File: src/design/ssvf_pkg.sv
package ssvf_pkg;

	localparam logic [2:0] KIND_INT   = 3'd0;
	localparam logic [2:0] KIND_TEMP  = 3'd1;
	localparam logic [2:0] KIND_TIME  = 3'd2;
	localparam logic [2:0] KIND_SYM   = 3'd3;
	localparam logic [2:0] KIND_COLON = 3'd4;

	localparam logic [6:0] SEG_BLANK  = 7'h00;
	localparam logic [6:0] SEG_MINUS  = 7'h40;
	localparam logic [6:0] SEG_UNDER  = 7'h08;
	localparam logic [6:0] SEG_TOP    = 7'h01;
	localparam logic [6:0] SEG_DEGREE = 7'h63;
	localparam logic [6:0] SEG_C_UP   = 7'h39;
	localparam logic [6:0] SEG_C_HIGH = 7'h61;
	localparam logic [6:0] SEG_U      = 7'h3e;

	localparam logic [7:0] SEG_POINT  = 8'h80;
	localparam logic [6:0] CODE_BLANK = 7'h7f;

	localparam logic signed [15:0] INT_MAX  = 16'sd9999;
	localparam logic signed [15:0] INT_MIN  = -16'sd999;
	localparam logic signed [15:0] TEMP_LOW = -16'sd99;
	localparam logic signed [15:0] TEMP_NEG = -16'sd9;
	localparam logic signed [15:0] TEMP_TOP = 16'sd999;
	localparam logic signed [15:0] TEMP_MID = 16'sd99;
	localparam logic signed [15:0] TIME_MAX = 16'sd1440;

	typedef struct packed {
		logic [2:0]         kind;
		logic signed [15:0] value;
		logic [7:0]         symbol;
		logic               colon_on;
	} ssvf_req_t;

	typedef struct packed {
		logic [7:0] seg_digit0;
		logic [7:0] seg_digit1;
		logic [7:0] seg_digit2;
		logic [7:0] seg_digit3;
	} ssvf_rsp_t;

	function automatic logic [6:0] hex_seg(input logic [3:0] d);
		logic [6:0] s;
		case (d)
			4'h0: s = 7'h3f;
			4'h1: s = 7'h06;
			4'h2: s = 7'h5b;
			4'h3: s = 7'h4f;
			4'h4: s = 7'h66;
			4'h5: s = 7'h6d;
			4'h6: s = 7'h7d;
			4'h7: s = 7'h07;
			4'h8: s = 7'h7f;
			4'h9: s = 7'h6f;
			4'ha: s = 7'h77;
			4'hb: s = 7'h7c;
			4'hc: s = 7'h39;
			4'hd: s = 7'h5e;
			4'he: s = 7'h79;
			default: s = 7'h71;
		endcase
		return s;
	endfunction

	function automatic logic [6:0] sym_seg(input logic [6:0] c);
		logic [6:0] s;
		if (c == CODE_BLANK) begin
			s = SEG_BLANK;
		end else if (c < 7'h10) begin
			s = hex_seg(c[3:0]);
		end else if (c >= 7'h30 && c <= 7'h39) begin
			s = hex_seg(4'(c - 7'h30));
		end else begin
			case (c)
				7'h41: s = 7'h77;
				7'h62: s = 7'h7c;
				7'h43: s = SEG_C_UP;
				7'h64: s = 7'h5e;
				7'h45: s = 7'h79;
				7'h46: s = 7'h71;
				7'h5f: s = SEG_UNDER;
				7'h5e: s = SEG_TOP;
				7'h2d: s = SEG_MINUS;
				7'h2a: s = SEG_DEGREE;
				7'h63: s = SEG_C_HIGH;
				7'h55: s = SEG_U;
				default: s = SEG_BLANK;
			endcase
		end
		return s;
	endfunction

	// Quotients by reciprocal multiplication, exact for inputs up to 9999.
	function automatic logic [10:0] div10(input logic [13:0] a);
		logic [29:0] p;
		p = 30'(a) * 30'd52429;
		return p[29:19];
	endfunction

	function automatic logic [6:0] div100(input logic [13:0] a);
		logic [27:0] p;
		p = 28'(a) * 28'd5243;
		return p[25:19];
	endfunction

	function automatic logic [3:0] div1000(input logic [13:0] a);
		logic [27:0] p;
		p = 28'(a) * 28'd8389;
		return p[26:23];
	endfunction

	// Tens and units of a value below 64, by comparison.
	function automatic logic [7:0] split_tens(input logic [5:0] x);
		logic [3:0] t;
		if (x >= 6'd60) begin
			t = 4'd6;
		end else if (x >= 6'd50) begin
			t = 4'd5;
		end else if (x >= 6'd40) begin
			t = 4'd4;
		end else if (x >= 6'd30) begin
			t = 4'd3;
		end else if (x >= 6'd20) begin
			t = 4'd2;
		end else if (x >= 6'd10) begin
			t = 4'd1;
		end else begin
			t = 4'd0;
		end
		return {t, 4'(x - 6'(t) * 6'd10)};
	endfunction

endpackage

File: src/design/seven_segment_value_formatter_unit.sv
// Path: a request beat is taken into the input register, and its result beat is offered from the result register.
// Throughput: one request beat per cycle; the input register and the result
// register each hold one beat, so stall back-pressure reaches the input after both fill.
// Reset: arst_n clears the valid flags and the colon flag (colon off) at once.
module seven_segment_value_formatter_unit (
	input  logic                clk,
	input  logic                arst_n,
	input  logic                req_valid,
	output logic                req_stall,
	input  ssvf_pkg::ssvf_req_t req_data,
	output logic                rsp_valid,
	input  logic                rsp_stall,
	output ssvf_pkg::ssvf_rsp_t rsp_data
);
	import ssvf_pkg::*;

	ssvf_req_t          req_s1;
	logic               valid_s1;
	logic               rsp_valid_q;
	ssvf_rsp_t          rsp_data_q;
	logic               colon_q;

	logic               adv;
	logic signed [15:0] v;
	logic [15:0]        vu;
	logic [15:0]        mag;
	logic [13:0]        a;
	logic [10:0]        q10;
	logic [6:0]         q100;
	logic [3:0]         d0, d1, d2, d3;
	logic [10:0]        tv;
	logic [21:0]        hp;
	logic [4:0]         hours;
	logic [5:0]         mins;
	logic [7:0]         hsplit, msplit;
	logic [6:0]         s0, s1, s2, s3;
	logic               pt3;
	logic               has_rsp;
	logic               colon_nxt;

	assign adv       = !rsp_valid_q || !rsp_stall;
	assign req_stall = valid_s1 && !adv;

	assign v    = req_s1.value;
	assign vu   = req_s1.value;
	assign mag  = v[15] ? (16'd0 - vu) : vu;
	assign a    = mag[13:0];
	assign q10  = div10(a);
	assign q100 = div100(a);
	assign d0   = div1000(a);
	assign d3   = 4'(a - 14'(q10) * 14'd10);
	assign d2   = 4'(q10 - 11'(q100) * 11'd10);
	assign d1   = 4'(q100 - 7'(d0) * 7'd10);

	assign tv     = vu[10:0];
	assign hp     = 22'(tv) * 22'd1093;
	assign hours  = hp[20:16];
	assign mins   = 6'(tv - 11'(hours) * 11'd60);
	assign hsplit = split_tens(6'(hours));
	assign msplit = split_tens(mins);

	always_comb begin
		s0        = SEG_BLANK;
		s1        = SEG_BLANK;
		s2        = SEG_BLANK;
		s3        = SEG_BLANK;
		pt3       = 1'b0;
		has_rsp   = 1'b0;
		colon_nxt = colon_q;
		case (req_s1.kind)
			KIND_INT: begin
				has_rsp = (v <= INT_MAX) && (v >= INT_MIN);
				s3 = hex_seg(d3);
				if (v[15]) begin
					if (d1 != 4'd0) begin
						s0 = SEG_MINUS;
						s1 = hex_seg(d1);
						s2 = hex_seg(d2);
					end else if (d2 != 4'd0) begin
						s1 = SEG_MINUS;
						s2 = hex_seg(d2);
					end else begin
						s2 = SEG_MINUS;
					end
				end else begin
					if (d0 != 4'd0) begin
						s0 = hex_seg(d0);
					end
					if (d0 != 4'd0 || d1 != 4'd0) begin
						s1 = hex_seg(d1);
					end
					if (d0 != 4'd0 || d1 != 4'd0 || d2 != 4'd0) begin
						s2 = hex_seg(d2);
					end
				end
			end
			KIND_TEMP: begin
				has_rsp   = 1'b1;
				colon_nxt = 1'b0;
				if (v < TEMP_LOW) begin
					s0 = SEG_UNDER;
					s1 = SEG_UNDER;
					s2 = SEG_UNDER;
					s3 = SEG_DEGREE;
				end else if (v < TEMP_NEG) begin
					s0 = SEG_MINUS;
					s1 = hex_seg(d2);
					s2 = hex_seg(d3);
					s3 = SEG_DEGREE;
				end else if (v[15]) begin
					s0 = SEG_MINUS;
					s1 = hex_seg(d3);
					s2 = SEG_DEGREE;
					s3 = SEG_C_UP;
				end else if (v > TEMP_TOP) begin
					s0 = SEG_TOP;
					s1 = SEG_TOP;
					s2 = SEG_TOP;
					s3 = SEG_DEGREE;
				end else if (v > TEMP_MID) begin
					s0 = hex_seg(d1);
					s1 = hex_seg(d2);
					s2 = hex_seg(d3);
					s3 = SEG_DEGREE;
				end else begin
					if (d2 != 4'd0) begin
						s0 = hex_seg(d2);
					end
					s1 = hex_seg(d3);
					s2 = SEG_DEGREE;
					s3 = SEG_C_UP;
				end
			end
			KIND_TIME: begin
				has_rsp = !v[15] && (v <= TIME_MAX);
				s0 = hex_seg(hsplit[7:4]);
				s1 = hex_seg(hsplit[3:0]);
				s2 = hex_seg(msplit[7:4]);
				s3 = hex_seg(msplit[3:0]);
			end
			KIND_SYM: begin
				has_rsp   = (v <= TEMP_TOP) && (v >= TEMP_LOW);
				colon_nxt = 1'b0;
				if (v[15]) begin
					s0 = SEG_MINUS;
					s1 = hex_seg(d2);
					s2 = hex_seg(d3);
				end else begin
					s0 = hex_seg(d1);
					s1 = hex_seg(d2);
					s2 = hex_seg(d3);
				end
				s3  = sym_seg(req_s1.symbol[6:0]);
				pt3 = req_s1.symbol[7];
			end
			KIND_COLON: begin
				colon_nxt = req_s1.colon_on;
			end
			default: begin
				has_rsp = 1'b0;
			end
		endcase
	end

	always_ff @(posedge clk or negedge arst_n) begin
		if (!arst_n) begin
			valid_s1    <= 1'b0;
			rsp_valid_q <= 1'b0;
			colon_q     <= 1'b0;
		end else begin
			if (!req_stall) begin
				valid_s1 <= req_valid;
			end
			if (adv) begin
				rsp_valid_q <= valid_s1 && has_rsp;
				if (valid_s1) begin
					colon_q <= colon_nxt;
				end
			end
		end
	end

	always_ff @(posedge clk) begin
		if (req_valid && !req_stall) begin
			req_s1 <= req_data;
		end
		if (adv && valid_s1 && has_rsp) begin
			rsp_data_q.seg_digit0 <= {colon_nxt, s0};
			rsp_data_q.seg_digit1 <= {colon_nxt, s1};
			rsp_data_q.seg_digit2 <= {colon_nxt, s2};
			rsp_data_q.seg_digit3 <= {colon_nxt, s3} | (pt3 ? SEG_POINT : 8'h00);
		end
	end

	assign rsp_valid = rsp_valid_q;
	assign rsp_data  = rsp_data_q;

`ifndef NO_ASSERTIONS
	a_stall_cause: assert property (@(posedge clk) disable iff (!arst_n)
		req_stall |-> (valid_s1 && rsp_valid_q && rsp_stall))
		else $error("input stalled without a held result");

	a_colon_clear: assert property (@(posedge clk) disable iff (!arst_n)
		(adv && valid_s1 && (req_s1.kind == KIND_TEMP || req_s1.kind == KIND_SYM))
		|=> !colon_q)
		else $error("colon flag not cleared");

	a_rsp_source: assert property (@(posedge clk) disable iff (!arst_n)
		$rose(rsp_valid_q) |-> $past(valid_s1))
		else $error("result without a request in the input register");
`endif

endmodule

File: config.mk
export PLATFORM = sky130hd
export DESIGN_NAME = seven_segment_value_formatter_unit
export DESIGN_NICKNAME = d
export VERILOG_FILES = /design/src/design/ssvf_pkg.sv /design/src/design/seven_segment_value_formatter_unit.sv
export SDC_FILE = /design/constraint.sdc
export NUM_CORES = 1
export LEC_CHECK = 0
export ABC_AREA = 0
export BUFFER_PORTS_ARGS = -buffer_cell sky130_fd_sc_hd__buf_2
export CAP_MARGIN = 5
export CORE_UTILIZATION = 56
export CTS_BUF_LIST = sky130_fd_sc_hd__clkbuf_4 sky130_fd_sc_hd__clkbuf_8
export CTS_CLUSTER_DIAMETER = 100
export DETAILED_ROUTE_END_ITERATION = 8
export PLACE_DENSITY = 0.73
export SYNTH_ARGS = -nofsm -noshare
export SYNTH_HDL_FRONTEND = slang
export SYNTH_SLANG_ARGS = --single-unit
File: constraint.sdc
create_clock -name clk -period 13.6 [get_ports clk]
set_input_delay 1.36 -clock clk [delete_from_list [all_inputs] [get_ports clk]]
set_output_delay 1.36 -clock clk [all_outputs]
set_load 0.01 [all_outputs]
* Word-level counts from Yosys, hierarchy flattened
Memories as Yosys holds them, arrays and structs flattened. A register that Yosys moved wholly into a read port is not among the register bits.
Index checks and enable logic that the tools add are counted.
** Word-level totals
- Memories :: 26
- Latch bits :: 0
- Input port bits :: 32
- Output and inout port bits :: 34
- Logic and storage cells :: 181
- Bits in registers :: 63
- Bits in read-only memories :: 2912
- Bits in writable memories :: 0
** Memory list
- (name not given) :: depth 16, width 7, read ports 1, clocked after memory_dff 0, wr ports 0, RTL line ssvf_pkg.sv:45 : case (d)
- (name not given) :: depth 16, width 7, read ports 1, clocked after memory_dff 0, wr ports 0, RTL line ssvf_pkg.sv:45
- (name not given) :: depth 16, width 7, read ports 1, clocked after memory_dff 0, wr ports 0, RTL line ssvf_pkg.sv:45
- (name not given) :: depth 16, width 7, read ports 1, clocked after memory_dff 0, wr ports 0, RTL line ssvf_pkg.sv:45
- (name not given) :: depth 16, width 7, read ports 1, clocked after memory_dff 0, wr ports 0, RTL line ssvf_pkg.sv:45
- (name not given) :: depth 16, width 7, read ports 1, clocked after memory_dff 0, wr ports 0, RTL line ssvf_pkg.sv:45
- 20 more memories
** Cells by class
- Reductions and logical operators :: 23
- Shift-type cells :: 0
- $lt $le $gt $ge :: 24
- Bitwise operators :: 1
- Equality and inequality tests :: 17
- Multiplexer cells :: 61
- Divide/modulo/power cells :: 0
- $add $sub $neg :: 8
- Multiply operators :: 10
** Operators by type and width (count)
- $mux 7 :: 38
- $pmux 7 s4 :: 4
- $pmux 7 s12 :: 1
- $eq 7x7->1 const B :: 11
- $mul 14x16->30 const B :: 1
- $mul 14x14->27 const B :: 1
- $mul 14x13->26 const B :: 1
- $mul 11x11->21 const B :: 1
- $sub 4x4->4 :: 5
- $ge 5x6->1 const B :: 3
- $ge 6x6->1 const B :: 3
- $mux 3 :: 6
- $ge 16x11->1 const B :: 1
- $ge 16x8->1 const B :: 1
- $gt 16x11->1 const B :: 1
- $gt 16x8->1 const B :: 1
- $le 16x11->1 const B :: 1
- $le 16x12->1 const B :: 1
- $le 16x15->1 const B :: 1
- $lt 16x5->1 const B :: 1
- $lt 16x8->1 const B :: 1
- $eq 7x6->1 const B :: 2
- $mux 14 :: 1
- $sub 1x14->14 const A :: 1
- 31 further kinds :: 56

* Depth between registers and ports, before layout
An unclocked memory read counts as a cell.
- Word-level depth :: 15
- Depth in mapped cells :: 36
- Gate-level depth less buffers :: 35

* Worst setup path before layout
Ideal clock, no wire load.
- Kind :: register to register
- Start :: register req_s1 (netlist bit v[0])
- End :: register rsp_data_q (netlist bit rsp_data[16]), data pin
- Required time :: 13.335 ns
- Period minus slack after synthesis :: 9.388 ns
- Arrival time :: 9.122 ns
- Cell stages (with the launch flop) :: 35
- Slack :: 4.212 ns
- Path through :: edfxtp_1 > inv_1 > ha_1 > nand2_1 > o41ai_4 > xor2_4 > inv_1 > ha_1 > fa_1 > inv_1 > fa_1 > fa_1 > inv_1 > fa_1 > inv_1 > fa_1 > inv_1 > ha_1 > a21oi_1 > a21oi_1 > a211oi_1 > o21a_1 > o211ai_1 > ha_1 > fa_1 > xnor2_1 > xnor2_1 > xnor2_1 > xor2_1 > xnor3_1 > buf_4 > mux2i_1 > mux2i_1 > o22ai_1 > or3_1
** On the way
- Longest elaborated chain between the ends :: 12
- Elaborated cells on any way between the ends :: 52
** Ends and longest elaborated chain
- from (decl) :: RTL line seven_segment_value_formatter_unit.sv:17 : ssvf_req_t req_s1;
- from (signal assigned) :: RTL line seven_segment_value_formatter_unit.sv:185 : req_s1 <= req_data;
- $sub 1x14->14 / $mul 11x11->21 (equally long branches) :: RTL line seven_segment_value_formatter_unit.sv:46, seven_segment_value_formatter_unit.sv:56
- $mux 14 / $ge 5x4->1 (equally long branches) :: RTL line seven_segment_value_formatter_unit.sv:46, ssvf_pkg.sv:126
- $mul 14x16->30, or another cell as far along :: RTL line ssvf_pkg.sv:97 : p = 30'(a) * 30'd52429;
- $mul 11x3->3, or another cell as far along :: RTL line seven_segment_value_formatter_unit.sv:51 : assign d3 = 4'(a - 14'(q10) * 14'd10);
- $sub 4x4->4, or another cell as far along :: RTL line seven_segment_value_formatter_unit.sv:51
- $mem_v2 16x7 / $mux 3 (equally long branches)
- $mux 7 / $mux 3 (equally long branches) :: RTL line seven_segment_value_formatter_unit.sv:120, ssvf_pkg.sv:118
- $mux 7 / $mux 3 (equally long branches) :: RTL line seven_segment_value_formatter_unit.sv:115, ssvf_pkg.sv:116
- $mux 7 / $mul 3x3->3 (equally long branches) :: RTL line seven_segment_value_formatter_unit.sv:110, ssvf_pkg.sv:131
- $mux 7 / $sub 4x4->4 (equally long branches) :: RTL line seven_segment_value_formatter_unit.sv:105, ssvf_pkg.sv:131
- $mux 7 / $mem_v2 16x7 (equally long branches)
- $pmux 7 s4 (*) :: RTL line seven_segment_value_formatter_unit.sv:70 : case (req_s1.kind)
- via s1[0] :: RTL line seven_segment_value_formatter_unit.sv:36 : logic [6:0] s0, s1, s2, s3;
- to (decl) :: RTL line seven_segment_value_formatter_unit.sv:20 : ssvf_rsp_t rsp_data_q;
Mark *: on every way through the listed nets, which the timed path passes. The rest lies on a longest branch.
A chain may end at the register's enable or synchronous reset.

* Worst setup path after layout
- Start :: register req_s1 (netlist bit v[0])
- End :: register rsp_data_q (netlist bit rsp_data[27]), data pin
** On the way
- Longest elaborated chain between the ends :: 13
- Elaborated cells on any way between the ends :: 43
** Ends and longest elaborated chain
- $sub 1x14->14 :: RTL line seven_segment_value_formatter_unit.sv:46 : assign mag = v[15] ? (16'd0 - vu) : vu;
- $mux 14 :: RTL line seven_segment_value_formatter_unit.sv:46
- $mul 14x13->26 :: RTL line ssvf_pkg.sv:103 : p = 28'(a) * 28'd5243;
- $mul 7x3->3 :: RTL line seven_segment_value_formatter_unit.sv:52 : assign d2 = 4'(q10 - 11'(q100) * 11'd10);
- $sub 4x4->4 :: RTL line seven_segment_value_formatter_unit.sv:52
- $mem_v2 16x7 / $reduce_bool 4->1 (equally long branches)
- $mux 7 :: RTL line seven_segment_value_formatter_unit.sv:126 : if (d2 != 4'd0) begin
- $mux 7 :: RTL line seven_segment_value_formatter_unit.sv:120 : end else if (v > TEMP_MID) begin
- $mux 7 :: RTL line seven_segment_value_formatter_unit.sv:115 : end else if (v > TEMP_TOP) begin
- $mux 7 :: RTL line seven_segment_value_formatter_unit.sv:110 : end else if (v[15]) begin
- $mux 7 :: RTL line seven_segment_value_formatter_unit.sv:105 : end else if (v < TEMP_NEG) begin
- $mux 7 :: RTL line seven_segment_value_formatter_unit.sv:100 : if (v < TEMP_LOW) begin
- $pmux 7 s4 (*) :: RTL line seven_segment_value_formatter_unit.sv:70
- via s0[3] :: RTL line seven_segment_value_formatter_unit.sv:36
Marks and branches as above.

==> metrics.cfg <==
[sta]
relSlewSlack=0.2383
max_freq_mhz=90.80
fin_crit_sh=0.8098
finalHoldViolCount=0
period_minus_slack_ps=11010
final.setup.tns_ps=0
worstMarginPinSlew_ps=1134
final-max-slew-violation-count=0
finClkSkew_ps=13.24
rsz0062_at_grt=false
setup_viol=0

[worst_setup_path]
reg2reg_slack_ps=2590
cp_max_fo=22
cp.required_ps=13780
max_stage_delay_ps=830
critPathKind=register to register
reg2reg_to=rsp_data[27]
cp_slowest_cell=xnor2_1
worstRegToRegCells=32
end_kind=register
reg2reg_from=v[0]
cp.arrival_ps=11190
critical_path.startpoint_type=register

[synthesis]
yosysTopAreaCellShare=0.2754
synth.yosys.seq_area_share=0.1270
synth-seq-cells=68
yosys_warnings=0
syn_area_sq_um=15400
async_flop_share=0.04412
synth_nets=2169
synth-edff-count=58
ys.flop_type=edfxtp_1
syn_area_per_cell_sq_um=9.268
synthCells=1662
synth_top_cell_by_area=ha_1
synthTopCellsByArea=ha_1 (28%), fa_1 (18%), edfxtp_1 (11%), inv_1 (8.8%), xnor2_1 (3.1%)
synthDistinctLibCells=100

[clocking]
cts_tree=done
ctsHoldBuffers=0
cts_max_level=3
clkTransAtPathRegs_ps=80
postCtsSetupBuffers=0
cts_sinks=68
cts_buffer_depth=2
cts_root_buf=clkbuf_8
numCtsBuffers=9
cts_resized=0
insertion_delay_ps=370

[grt]
grt_start_max_net_pins=33
antenna_found_initial=0
grt_usage=0.2887
grt_pass1_vias=12370
grt_pass1_wl_mm=63.72
grt_overflow=0

[floorplan]
io_pins=66
die_x_um=167.9
die_h_um=167.9
core_area_sq_um=26950
floorplan.die_area_sq_um=28170
start_util=0.5715
rows=60

[route]
via_per_inst=5.990
wire_per_inst_um=19.25
vias=12360
route.detailed.drc=0
drtAntennaViolNets=0
totalWireLength_mm=39.72
dr.pass1.iters=5
drtIter0Drc=1142

[placement]
dp_hpwl_mm=33.31
gp_routability_congestion=0.9791
port_buffers=65

[run]
maxCapViolations=0

[layout]
num_antenna_cells=0
final_common_cell=inv_1
final_cell_mix=inv_1 (361), ha_1 (339), fa_1 (136)
drive_gt1_frac=0.09054
syn_to_final_growth_pct=5.962
layout.nets=2225

[worst_hold_path]
holdPathStages=1
hold_end=colon_q
min_from=colon_q
hp-class=register to register

[status]
outcome=finished clean

-- worst max-delay path, delay by kind of cell (launching register included) --
family	cells	cell delay, ps
buffers and inverters	6	1620
and+or+nand+nor	5	1150
adders and majority gates	9	3600
DFF	1	330
xor gates and xnor gates	7	2860
AOI/OAI and AO/OA	5	1220
-- metal layers --
| metal | wire, um | up-vias | global-route usage |
|---|---|---|---|
| met5 | 0 | - | 0 |
| met4 | 984 | 0 | 0.08097 |
| met3 | 3054 | 82 | 0.03761 |
| met2 | 18140 | 526 | 0.4692 |
| met1 | 17540 | 5943 | 0.4037 |
| li1 | - | 5813 | - |
-- synth_stat cells, types with 11 or more instances --
| library cell | n |
|---|---|
| nand2_1 | 77 |
| or2_2 | 12 |
| a21oi_1 | 85 |
| o21ai_0 | 55 |
| inv_1 | 361 |
| clkbuf_1 | 21 |
| nand2b_1 | 13 |
| a21o_1 | 18 |
| xnor2_1 | 54 |
| xor2_1 | 11 |
| edfxtp_1 | 58 |
| fa_1 | 136 |
| nor3_1 | 24 |
| o211ai_1 | 16 |
| ha_1 | 339 |
| nand4_1 | 12 |
| mux2i_1 | 20 |
| a31oi_1 | 19 |
| a211oi_1 | 15 |
| nor2_1 | 64 |
| nor2b_1 | 11 |
| nand3_1 | 24 |
-- kinds of logic after synthesis --
| group | Yosys count | share of synthesized area |
|---|---|---|
| adder cells (fa/ha/maj) | 478 | 0.4541 |
| buffers and inverters | 400 | 0.1005 |
| AO/OA/AOI/OAI | 313 | 0.1407 |
| AND/OR/NAND/NOR | 292 | 0.09569 |
| XOR/XNOR | 76 | 0.05337 |
| flip-flops | 68 | 0.1270 |
| multiplexers | 35 | 0.02859 |
-- layout make-up --
cell class	instances	area, sq um
clock buffer	10	131.4
clock inverter	6	88.84
fill	2348	10630
inverter	364	1369
multi-input combinational	1194	11900
sequential	68	1957
tap	341	426.7
timing repair buffer	81	445.4
-- how the worst max path moves through the flow --
stage          from           end  slack [ps]  cells after the start
3_3_place_gp   v[0]  rsp_data[27]        3010                     33
3_5_place_dp   v[0]  rsp_data[27]        2640                     33
5_1_grt        v[0]  rsp_data[27]        1880                     33
4_1_cts        v[0]  rsp_data[27]        2630                     33
2_1_floorplan  v[0]  rsp_data[16]        4210                     34
6_report       v[0]  rsp_data[27]        2590                     32
-- per-stage QoR --
stage	setup WS, ps	utilization	hold slack [ps]	std cells	cell area [sq um]
after global routing	1881	0.6056	558.9	2064	16320
after floorplan	4212	-	501.6	1662	15400
after detailed placement	2643	0.5974	524.8	2048	16100
after CTS	2631	0.6056	543.0	2064	16320
after global placement	3009	0.5974	514.2	2048	16100
final	2587	0.6056	539.7	2064	16320
Power is left out: the tool's default activity adds up to more than one toggle a clock period on the data nets, which glitch-free logic cannot reach.
